$ cat src/hdl/abst_pkg.sv
`timescale 1ns / 1ps
`default_nettype none
// ----------------------------------------------------------------------------
// abst_pkg
// shared types and codes of the array binary search tree block
// ----------------------------------------------------------------------------
package abst_pkg;

	localparam int VALUE_BITS = 16;

	// command codes of the request word
	localparam logic [1:0] CMD_INSERT = 2'd0;
	localparam logic [1:0] CMD_PRE    = 2'd1;
	localparam logic [1:0] CMD_IN     = 2'd2;
	localparam logic [1:0] CMD_POST   = 2'd3;

	// status codes of the result word
	localparam logic [2:0] ST_INSERTED = 3'd0;
	localparam logic [2:0] ST_DROPPED  = 3'd1;
	localparam logic [2:0] ST_ZERO     = 3'd2;
	localparam logic [2:0] ST_ELEMENT  = 3'd3;
	localparam logic [2:0] ST_EMPTY    = 3'd4;

	// node pointer moves
	localparam logic [1:0] MV_HOLD   = 2'd0;
	localparam logic [1:0] MV_LEFT   = 2'd1;
	localparam logic [1:0] MV_RIGHT  = 2'd2;
	localparam logic [1:0] MV_PARENT = 2'd3;

	typedef struct packed {
		logic [1:0]                   cmd;
		logic signed [VALUE_BITS-1:0] value;
	} abst_req_t;

	typedef struct packed {
		logic signed [VALUE_BITS-1:0] value_res;
		logic [2:0]                   status;
		logic                         last;
	} abst_res_t;

	// controller to datapath
	typedef struct packed {
		logic       load;     // capture request, pointer to root
		logic [1:0] move;     // pointer move
		logic       emit;     // walk element at current node
		logic       wr;       // store value at current node
		logic       post;     // send insert result
		logic [2:0] post_st;  // its status
		logic       flush;    // send final walk result
	} abst_cmd_t;

	// datapath to controller
	typedef struct packed {
		logic node_in_range;
		logic node_busy;
		logic left_busy;
		logic right_busy;
		logic at_root;
		logic node_odd;
		logic val_zero;
		logic less;
	} abst_stat_t;

endpackage
`default_nettype wire

$ cat src/hdl/array_binary_search_tree.sv
`timescale 1ns / 1ps
`default_nettype none
// ----------------------------------------------------------------------------
// array_binary_search_tree
// binary search tree held in an implicit array, with insert and three walks
// ----------------------------------------------------------------------------
// A word is taken when start is high and busy is low, and one word is worked
// on at a time. An insert passes each occupied level with a read of the
// single write port value store and then the compare, then stores or rejects
// the value, and gives one result word. A walk visits every stored node
// three times, one step a cycle, and gives one element word per stored value,
// or one empty word for an empty tree. Result words come from a register,
// each shown for exactly one cycle with strobe high; the receiver cannot
// stall and must take every word. Slot occupancy lives in flip-flops cleared
// by reset, so the tree is empty at once after reset with no clearing pass.
// ----------------------------------------------------------------------------
module array_binary_search_tree import abst_pkg::*; #(
	parameter int TREE_SLOTS = 63
) (
	input  wire logic      clk,
	input  wire logic      arst_n,
	input  wire logic      start,
	output logic           busy,
	input  wire abst_req_t req,
	output abst_res_t      res,
	output logic           strobe
);

	// command and status between sequencer and datapath
	abst_cmd_t  cmd;
	abst_stat_t stat;

	// sequencer: insert descent and stackless walk over parent links
	abst_ctrl u_ctrl (
		.clk    (clk),
		.arst_n (arst_n),
		.start  (start),
		.req_cmd(req.cmd),
		.stat   (stat),
		.busy   (busy),
		.cmd    (cmd)
	);

	// datapath: node pointer, occupancy bits, value store, result word
	abst_dp #(
		.TREE_SLOTS(TREE_SLOTS)
	) u_dp (
		.clk   (clk),
		.arst_n(arst_n),
		.req   (req),
		.cmd   (cmd),
		.stat  (stat),
		.res   (res),
		.strobe(strobe)
	);

endmodule
`default_nettype wire

$ cat src/hdl/abst_ram.sv
`timescale 1ns / 1ps
`default_nettype none
// ----------------------------------------------------------------------------
// abst_ram
// generic single write port ram with registered read
// ----------------------------------------------------------------------------
module abst_ram #(
	parameter int WIDTH = 16,
	parameter int DEPTH = 63
) (
	input  wire logic                     clk,
	input  wire logic                     we,
	input  wire logic [$clog2(DEPTH)-1:0] waddr,
	input  wire logic [WIDTH-1:0]         wdata,
	input  wire logic [$clog2(DEPTH)-1:0] raddr,
	output logic      [WIDTH-1:0]         rdata
);

	logic [WIDTH-1:0] mem [DEPTH];

	always_ff @(posedge clk) begin
		if (we) begin
			mem[waddr] <= wdata;
		end
		rdata <= mem[raddr];
	end

endmodule
`default_nettype wire

$ cat src/hdl/abst_ctrl.sv
`timescale 1ns / 1ps
`default_nettype none
// ----------------------------------------------------------------------------
// abst_ctrl
// sequencer for insert descent and stackless tree walks
// ----------------------------------------------------------------------------
module abst_ctrl import abst_pkg::*; (
	input  wire logic       clk,
	input  wire logic       arst_n,
	input  wire logic       start,
	input  wire logic [1:0] req_cmd,
	input  wire abst_stat_t stat,
	output logic            busy,
	output abst_cmd_t       cmd
);

	localparam logic [2:0] S_IDLE     = 3'd0;
	localparam logic [2:0] S_INS_READ = 3'd1;
	localparam logic [2:0] S_INS_CMP  = 3'd2;
	localparam logic [2:0] S_WALK     = 3'd3;
	localparam logic [2:0] S_DRAIN    = 3'd4;
	localparam logic [2:0] S_FLUSH    = 3'd5;

	// where the walk stands at the current node
	localparam logic [1:0] PH_DOWN       = 2'd0;
	localparam logic [1:0] PH_LEFT_DONE  = 2'd1;
	localparam logic [1:0] PH_RIGHT_DONE = 2'd2;

	logic [2:0] state_q, state_d;
	logic [1:0] phase_q, phase_d;
	logic [1:0] order_q, order_d;

	assign busy = (state_q != S_IDLE);

	always_ff @(posedge clk or negedge arst_n) begin
		if (!arst_n) begin
			state_q <= S_IDLE;
			phase_q <= PH_DOWN;
			order_q <= CMD_INSERT;
		end else begin
			state_q <= state_d;
			phase_q <= phase_d;
			order_q <= order_d;
		end
	end

	always_comb begin
		state_d = state_q;
		phase_d = phase_q;
		order_d = order_q;
		cmd     = '0;
		unique case (state_q)
			S_IDLE: begin
				if (start) begin
					cmd.load = 1'b1;
					order_d  = req_cmd;
					phase_d  = PH_DOWN;
					state_d  = (req_cmd == CMD_INSERT) ? S_INS_READ : S_WALK;
				end
			end
			S_INS_READ: begin
				if (stat.val_zero) begin
					cmd.post    = 1'b1;
					cmd.post_st = ST_ZERO;
					state_d     = S_IDLE;
				end else if (!stat.node_in_range) begin
					cmd.post    = 1'b1;
					cmd.post_st = ST_DROPPED;
					state_d     = S_IDLE;
				end else if (!stat.node_busy) begin
					cmd.wr      = 1'b1;
					cmd.post    = 1'b1;
					cmd.post_st = ST_INSERTED;
					state_d     = S_IDLE;
				end else begin
					state_d = S_INS_CMP;
				end
			end
			S_INS_CMP: begin
				cmd.move = stat.less ? MV_LEFT : MV_RIGHT;
				state_d  = S_INS_READ;
			end
			S_WALK: begin
				unique case (phase_q)
					PH_DOWN: begin
						if (!stat.node_busy) begin
							state_d = S_DRAIN;
						end else begin
							cmd.emit = (order_q == CMD_PRE);
							if (stat.left_busy) begin
								cmd.move = MV_LEFT;
							end else begin
								phase_d = PH_LEFT_DONE;
							end
						end
					end
					PH_LEFT_DONE: begin
						cmd.emit = (order_q == CMD_IN);
						if (stat.right_busy) begin
							cmd.move = MV_RIGHT;
							phase_d  = PH_DOWN;
						end else begin
							phase_d = PH_RIGHT_DONE;
						end
					end
					PH_RIGHT_DONE: begin
						cmd.emit = (order_q == CMD_POST);
						if (stat.at_root) begin
							state_d = S_DRAIN;
						end else begin
							cmd.move = MV_PARENT;
							phase_d  = stat.node_odd ? PH_LEFT_DONE : PH_RIGHT_DONE;
						end
					end
					default: begin
						state_d = S_DRAIN;
					end
				endcase
			end
			S_DRAIN: begin
				state_d = S_FLUSH;
			end
			S_FLUSH: begin
				cmd.flush = 1'b1;
				state_d   = S_IDLE;
			end
			default: begin
				state_d = S_IDLE;
			end
		endcase
	end

endmodule
`default_nettype wire

$ cat src/hdl/abst_dp.sv
`timescale 1ns / 1ps
`default_nettype none
// ----------------------------------------------------------------------------
// abst_dp
// node pointer, occupancy bits, value store and result register
// ----------------------------------------------------------------------------
module abst_dp import abst_pkg::*; #(
	parameter int TREE_SLOTS = 63
) (
	input  wire logic      clk,
	input  wire logic      arst_n,
	input  wire abst_req_t req,
	input  wire abst_cmd_t cmd,
	output abst_stat_t     stat,
	output abst_res_t      res,
	output logic           strobe
);

	localparam int IDX_W  = $clog2(TREE_SLOTS);
	localparam int NODE_W = $clog2(2 * TREE_SLOTS + 1);

	logic [NODE_W-1:0]     node_q;
	logic [NODE_W-1:0]     left, right, parent;
	logic [IDX_W-1:0]      node_idx;
	logic signed [VALUE_BITS-1:0] value_q;
	logic [TREE_SLOTS-1:0] occ_q;
	logic [VALUE_BITS-1:0] rd_data;
	logic [VALUE_BITS-1:0] pend_q;
	logic                  pend_vld_q;
	logic                  emit_d_q;
	abst_res_t             res_q, res_d;
	logic                  strobe_q, strobe_d;

	assign node_idx = node_q[IDX_W-1:0];
	assign left     = {node_q[NODE_W-2:0], 1'b0} + NODE_W'(1);
	assign right    = {node_q[NODE_W-2:0], 1'b0} + NODE_W'(2);
	assign parent   = (node_q - NODE_W'(1)) >> 1;

	assign stat.node_in_range = (node_q < NODE_W'(TREE_SLOTS));
	assign stat.node_busy     = stat.node_in_range && occ_q[node_idx];
	assign stat.left_busy     = (left < NODE_W'(TREE_SLOTS)) && occ_q[left[IDX_W-1:0]];
	assign stat.right_busy    = (right < NODE_W'(TREE_SLOTS)) && occ_q[right[IDX_W-1:0]];
	assign stat.at_root       = (node_q == '0);
	assign stat.node_odd      = node_q[0];
	assign stat.val_zero      = (value_q == '0);
	assign stat.less          = (value_q < $signed(rd_data));

	abst_ram #(
		.WIDTH(VALUE_BITS),
		.DEPTH(TREE_SLOTS)
	) u_store (
		.clk  (clk),
		.we   (cmd.wr),
		.waddr(node_idx),
		.wdata(value_q),
		.raddr(node_idx),
		.rdata(rd_data)
	);

	always_ff @(posedge clk or negedge arst_n) begin
		if (!arst_n) begin
			node_q     <= '0;
			occ_q      <= '0;
			pend_vld_q <= 1'b0;
			emit_d_q   <= 1'b0;
			strobe_q   <= 1'b0;
		end else begin
			if (cmd.load) begin
				node_q <= '0;
			end else begin
				unique case (cmd.move)
					MV_LEFT:   node_q <= left;
					MV_RIGHT:  node_q <= right;
					MV_PARENT: node_q <= parent;
					default:   node_q <= node_q;
				endcase
			end
			if (cmd.wr) begin
				occ_q[node_idx] <= 1'b1;
			end
			if (cmd.load) begin
				pend_vld_q <= 1'b0;
			end else if (emit_d_q) begin
				pend_vld_q <= 1'b1;
			end
			emit_d_q <= cmd.emit;
			strobe_q <= strobe_d;
		end
	end

	always_ff @(posedge clk) begin
		if (cmd.load) begin
			value_q <= req.value;
		end
		if (emit_d_q) begin
			pend_q <= rd_data;
		end
		res_q <= res_d;
	end

	// one word is held back so the final element can carry last
	always_comb begin
		strobe_d = 1'b0;
		res_d    = '0;
		priority if (cmd.post) begin
			strobe_d     = 1'b1;
			res_d.status = cmd.post_st;
			res_d.last   = 1'b1;
		end else if (cmd.flush) begin
			strobe_d   = 1'b1;
			res_d.last = 1'b1;
			if (pend_vld_q) begin
				res_d.value_res = pend_q;
				res_d.status    = ST_ELEMENT;
			end else begin
				res_d.status = ST_EMPTY;
			end
		end else if (emit_d_q && pend_vld_q) begin
			strobe_d        = 1'b1;
			res_d.value_res = pend_q;
			res_d.status    = ST_ELEMENT;
		end else begin
			strobe_d = 1'b0;
		end
	end

	assign res    = res_q;
	assign strobe = strobe_q;

endmodule
`default_nettype wire

$ cat config.mk
export PLATFORM = sky130hd
export DESIGN_NAME = array_binary_search_tree
export DESIGN_NICKNAME = d
export VERILOG_FILES = /design/src/hdl/abst_pkg.sv /design/src/hdl/array_binary_search_tree.sv /design/src/hdl/abst_ram.sv /design/src/hdl/abst_ctrl.sv /design/src/hdl/abst_dp.sv
export SDC_FILE = /design/constraint.sdc
export NUM_CORES = 1
export LEC_CHECK = 0
export ABC_CLOCK_PERIOD_IN_PS = 4300
export BUFFER_PORTS_ARGS = -buffer_cell sky130_fd_sc_hd__buf_2
export CORE_MARGIN = 2
export CORE_UTILIZATION = 55
export CTS_CLUSTER_DIAMETER = 200
export DETAILED_ROUTE_END_ITERATION = 12
export PLACE_DENSITY = 0.74
export SYNTH_ARGS = -nofsm -noshare
export SYNTH_HDL_FRONTEND = slang
export SYNTH_SLANG_ARGS = --single-unit
$ cat constraint.sdc
create_clock -name clk -period 4.3 [get_ports clk]
set_clock_uncertainty 0.05 [all_clocks]
set_input_delay 0.43 -clock clk [delete_from_list [all_inputs] [get_ports clk]]
set_output_delay 0.43 -clock clk [all_outputs]
set_load 0.05 [all_outputs]
==> qor.txt <==
status: finished clean
Yosys Warn Count: 0
worst hold start: u_dp.u_store.rdata[1]
crit-path max FO: 31
Synth area leader: edfxtp_1
Cell variety after synth: 77
start of the worst register-to-register path: u_dp.node_q[2]
DIE HEIGHT: 287 µm
Initial Utilization: 0.556
Worst setup EP type: flip-flop
CTS tree: built
max_slew headroom: 0.170
clock slew at reported path FFs: 0.07 ns
Clk Latency, worst-skew pair: 0.69 ns
Max Freq: 253 MHz
flops & latches, synth: 1,156
max-cap violations: 0
vias in the first global route: 26.0k
RSZ-0062 raised after global routing: false
fin crit share: 0.920
clock sink count: 1,156
post-CTS setup buffers: 0
EDFF count, synth: 1,040
Seq/Total Area, Yosys: 0.772
Filler cells: 5,384
CP arrival: 4.48 ns
Slew @ Worst Pin: 1.24 ns
total power: 0.0321 W
CTS Hold Bufs: 20
Met1 Routed Length: 45,800 µm
share of cells above drive strength 1: 0.163
DIE AREA: 82,200 µm²
Die Width: 287 µm
DRC Markers: 0
# H-tree levels: 3
total CTS buffers: 107
Leak: 16.5 nW
syn_area_per_cell: 17.0 µm²
WL met2: 57,200 µm
nets@finish: 2,822
drt via density: 6.87
largest net degree at the start of global routing: 109
Synth Cell Area: 44,000 µm²
post-CTS resize count: 0
hpwl dp: 73,900 µm
DRT antenna net count: 0
count of input and output buffers: 42
Placement Rows: 103
final worst hold slack: 0.402 ns
Req. time, crit path: 4.82 ns
largest buffer count on any clock path: 3
uppermost routed layer: met5
DRT iter0 DRCs: 4,151
core area: 79,100 µm²
Power Dens Cells: 639 nW/µm²
predominant post-synthesis flop cell: edfxtp_1
Critical Path Start: u_dp.node_q[2]
wirelength, routed: 125,000 µm
Cells after Synth: 2,592
Final setup viols: 0
final RePlAce weighted congestion: 0.945
largest cells by area after synthesis: edfxtp_1, a22oi_1, dfrtp_1, a221oi_1, dfxtp_1
vias post-DR: 26.9k
top-area cell type share of the netlist area: 0.710
Final TNS setup: 0 ns
clock period minus final worst setup slack: 3.96 ns
maximum vdd drop: 0.000484 V
first-pass GRT wire length: 181,000 µm
metal3 WL: 15,900 µm
Final Util: 0.635
initial antenna violation count: 6
WL/cell: 32.0 µm
Detailed Routing Iterations Pass 1: 5
global route overflow: 0
global router's overall resource usage: 0.305
Async S/R FF share, synth: 0.0692
fin. max-slew vios: 0
Min-Delay Path Class: flip-flop to flip-flop
critical path class: flip-flop to flip-flop
area delta synth->final: 14.3%
Fin. Hold Viols: 0
type of origin of the critical path: flip-flop
Post-Syn Nets: 2,637
Root Buffer: clkbuf_16
num ports: 43
[cells in the mapped netlist (8+ instances only)]
cell type     n
o21ai_0      32
inv_1        26
dfxtp_1      36
a41oi_1      21
nand4_1      26
mux4_2       13
buf_1        35
mux2i_1      36
nor4_1       17
edfxtp_1   1040
o21bai_1     61
a21oi_1      50
dfrtp_1      80
ha_1         24
buf_2        45
nand3_1      38
a31oi_1      57
buf_6        13
mux2_2       29
a221oi_1    101
nor2b_1       8
mux2_1        9
a22oi_1     320
a21boi_1      9
clkbuf_1     73
nand2_1      59
nor2_1      112
a22o_1       74
nor2_2        8
[through the flow]
stage                     worst slack (ns)  instance area (µm²)  instances
after global placement               0.447                46500       3698
after CTS                            0.385                50200       3913
final                                0.345                50200       3915
after floorplan                     0.0209                44000       2592
after detailed placement             0.400                46500       3698
after global routing                0.0280                50200       3913
[critical path, cell delays in order (launching register included)]
cell      delay (ns)
dfrtp_2         0.79
buf_4           0.29
nor2b_4         0.10
a221oi_1        0.26
nor2_1          0.07
o211a_1         0.21
a221o_1         0.43
a31o_2          0.30
a22o_1          0.20
ha_1            0.31
nor2_1          0.20
o21ai_0         0.11
o21ai_0         0.15
mux2i_1         0.11
a211oi_1        0.24
[cells in the final DEF (no fill, tap or decap), drive strengths merged, types with 7 or more instances in the layout]
cell         netlist  final
bufinv             0     12
nand2             66     66
dfrtp             80     80
a31oi             58     58
a41oi             21     21
dlygate4sd3        0     20
and2               7      7
o22ai              7      7
a22o              74     74
o21bai            63     63
o211ai             7      7
a21oi             50     50
clkbuf            73    133
a21boi            16     16
nand4             26     26
nand2b             7      7
nor2b              9      9
buf               98    227
dfxtp             36     36
mux2              39     39
nor2             120    120
a22oi            320    320
clkinv             1     46
edfxtp          1040   1040
o21ai             34     34
nor4              17     17
mux2i             36     36
a221oi           102    102
mux4              13     13
xor2               7      7
inv               27     28
ha                24     24
nand3             39     39
nor3               8      8
[kinds of logic (layout without fill, tap and decap cells)]
logic type	count (synthesis)	in the layout	share of synthesized area
flops	1156	1156	0.772
compound gates	790	790	0.136
simple gates	324	324	0.0372
buf+inv	199	470	0.0209
mux	88	88	0.0249
fa+ha+maj	24	24	0.00683
xor+xnor	11	11	0.00219
other cells	0	2	0
[final timing paths]
kind / endpoint / slack [ns] / cells past startpoint
max: u_dp.node_q[3] / 0.34 / 14
min: u_dp.pend_q[1] / 0.40 / 0
max reg2reg: u_dp.node_q[3] / 0.34 / 14
min reg2reg: u_dp.pend_q[1] / 0.40 / 0
max in group asynchronous: u_dp.node_q[0] / 2.98 / 2
min in group asynchronous: u_dp.occ_q[16] / 0.44 / 2
[metal layers]
layer	vias up	GRT usage
met5	-	0
met4	6	0.140
met3	353	0.0844
met2	1964	0.458
met1	13551	0.419
li1	11011	-
[layout make-up]
cell class	count	area, µm²	share of cell area
Sequential cell	1156	34000	0.676
Clock inverter	62	686	0.0136
Multi-Input combinational cell	1237	9140	0.182
Timing Repair Buffer	247	2140	0.0426
Tap cell	1050	1310	0.0262
Antenna cell	2	5.00	0.0000996
Inverter	28	105	0.00209
Clock buffer	133	2890	0.0575
[state kept, by name (all words and copies together), names as in the netlist]
register            flops
u_dp.emit_d_q           1
u_dp.node_q             7
u_dp.pend_vld_q         1
u_dp.u_store.mem     1008
u_ctrl.order_q          2
u_dp.res               20
u_ctrl.state_q          3
u_dp.u_store.rdata     16
u_dp.occ_q             63
u_dp.strobe             1
u_dp.value_q           16
u_dp.pend_q            16
u_ctrl.phase_q          2
[report_power, final]
part	leakage [nW]	total [W]	switching [W]	internal [W]
logic	4.08	0.00891	0.00616	0.00276
registers	10.7	0.0136	0.000474	0.0131
clock network	1.74	0.00960	0.00411	0.00549
total	16.5	0.0321	0.0107	0.0214
No activity file was read; power rests on OpenSTA's default activity.
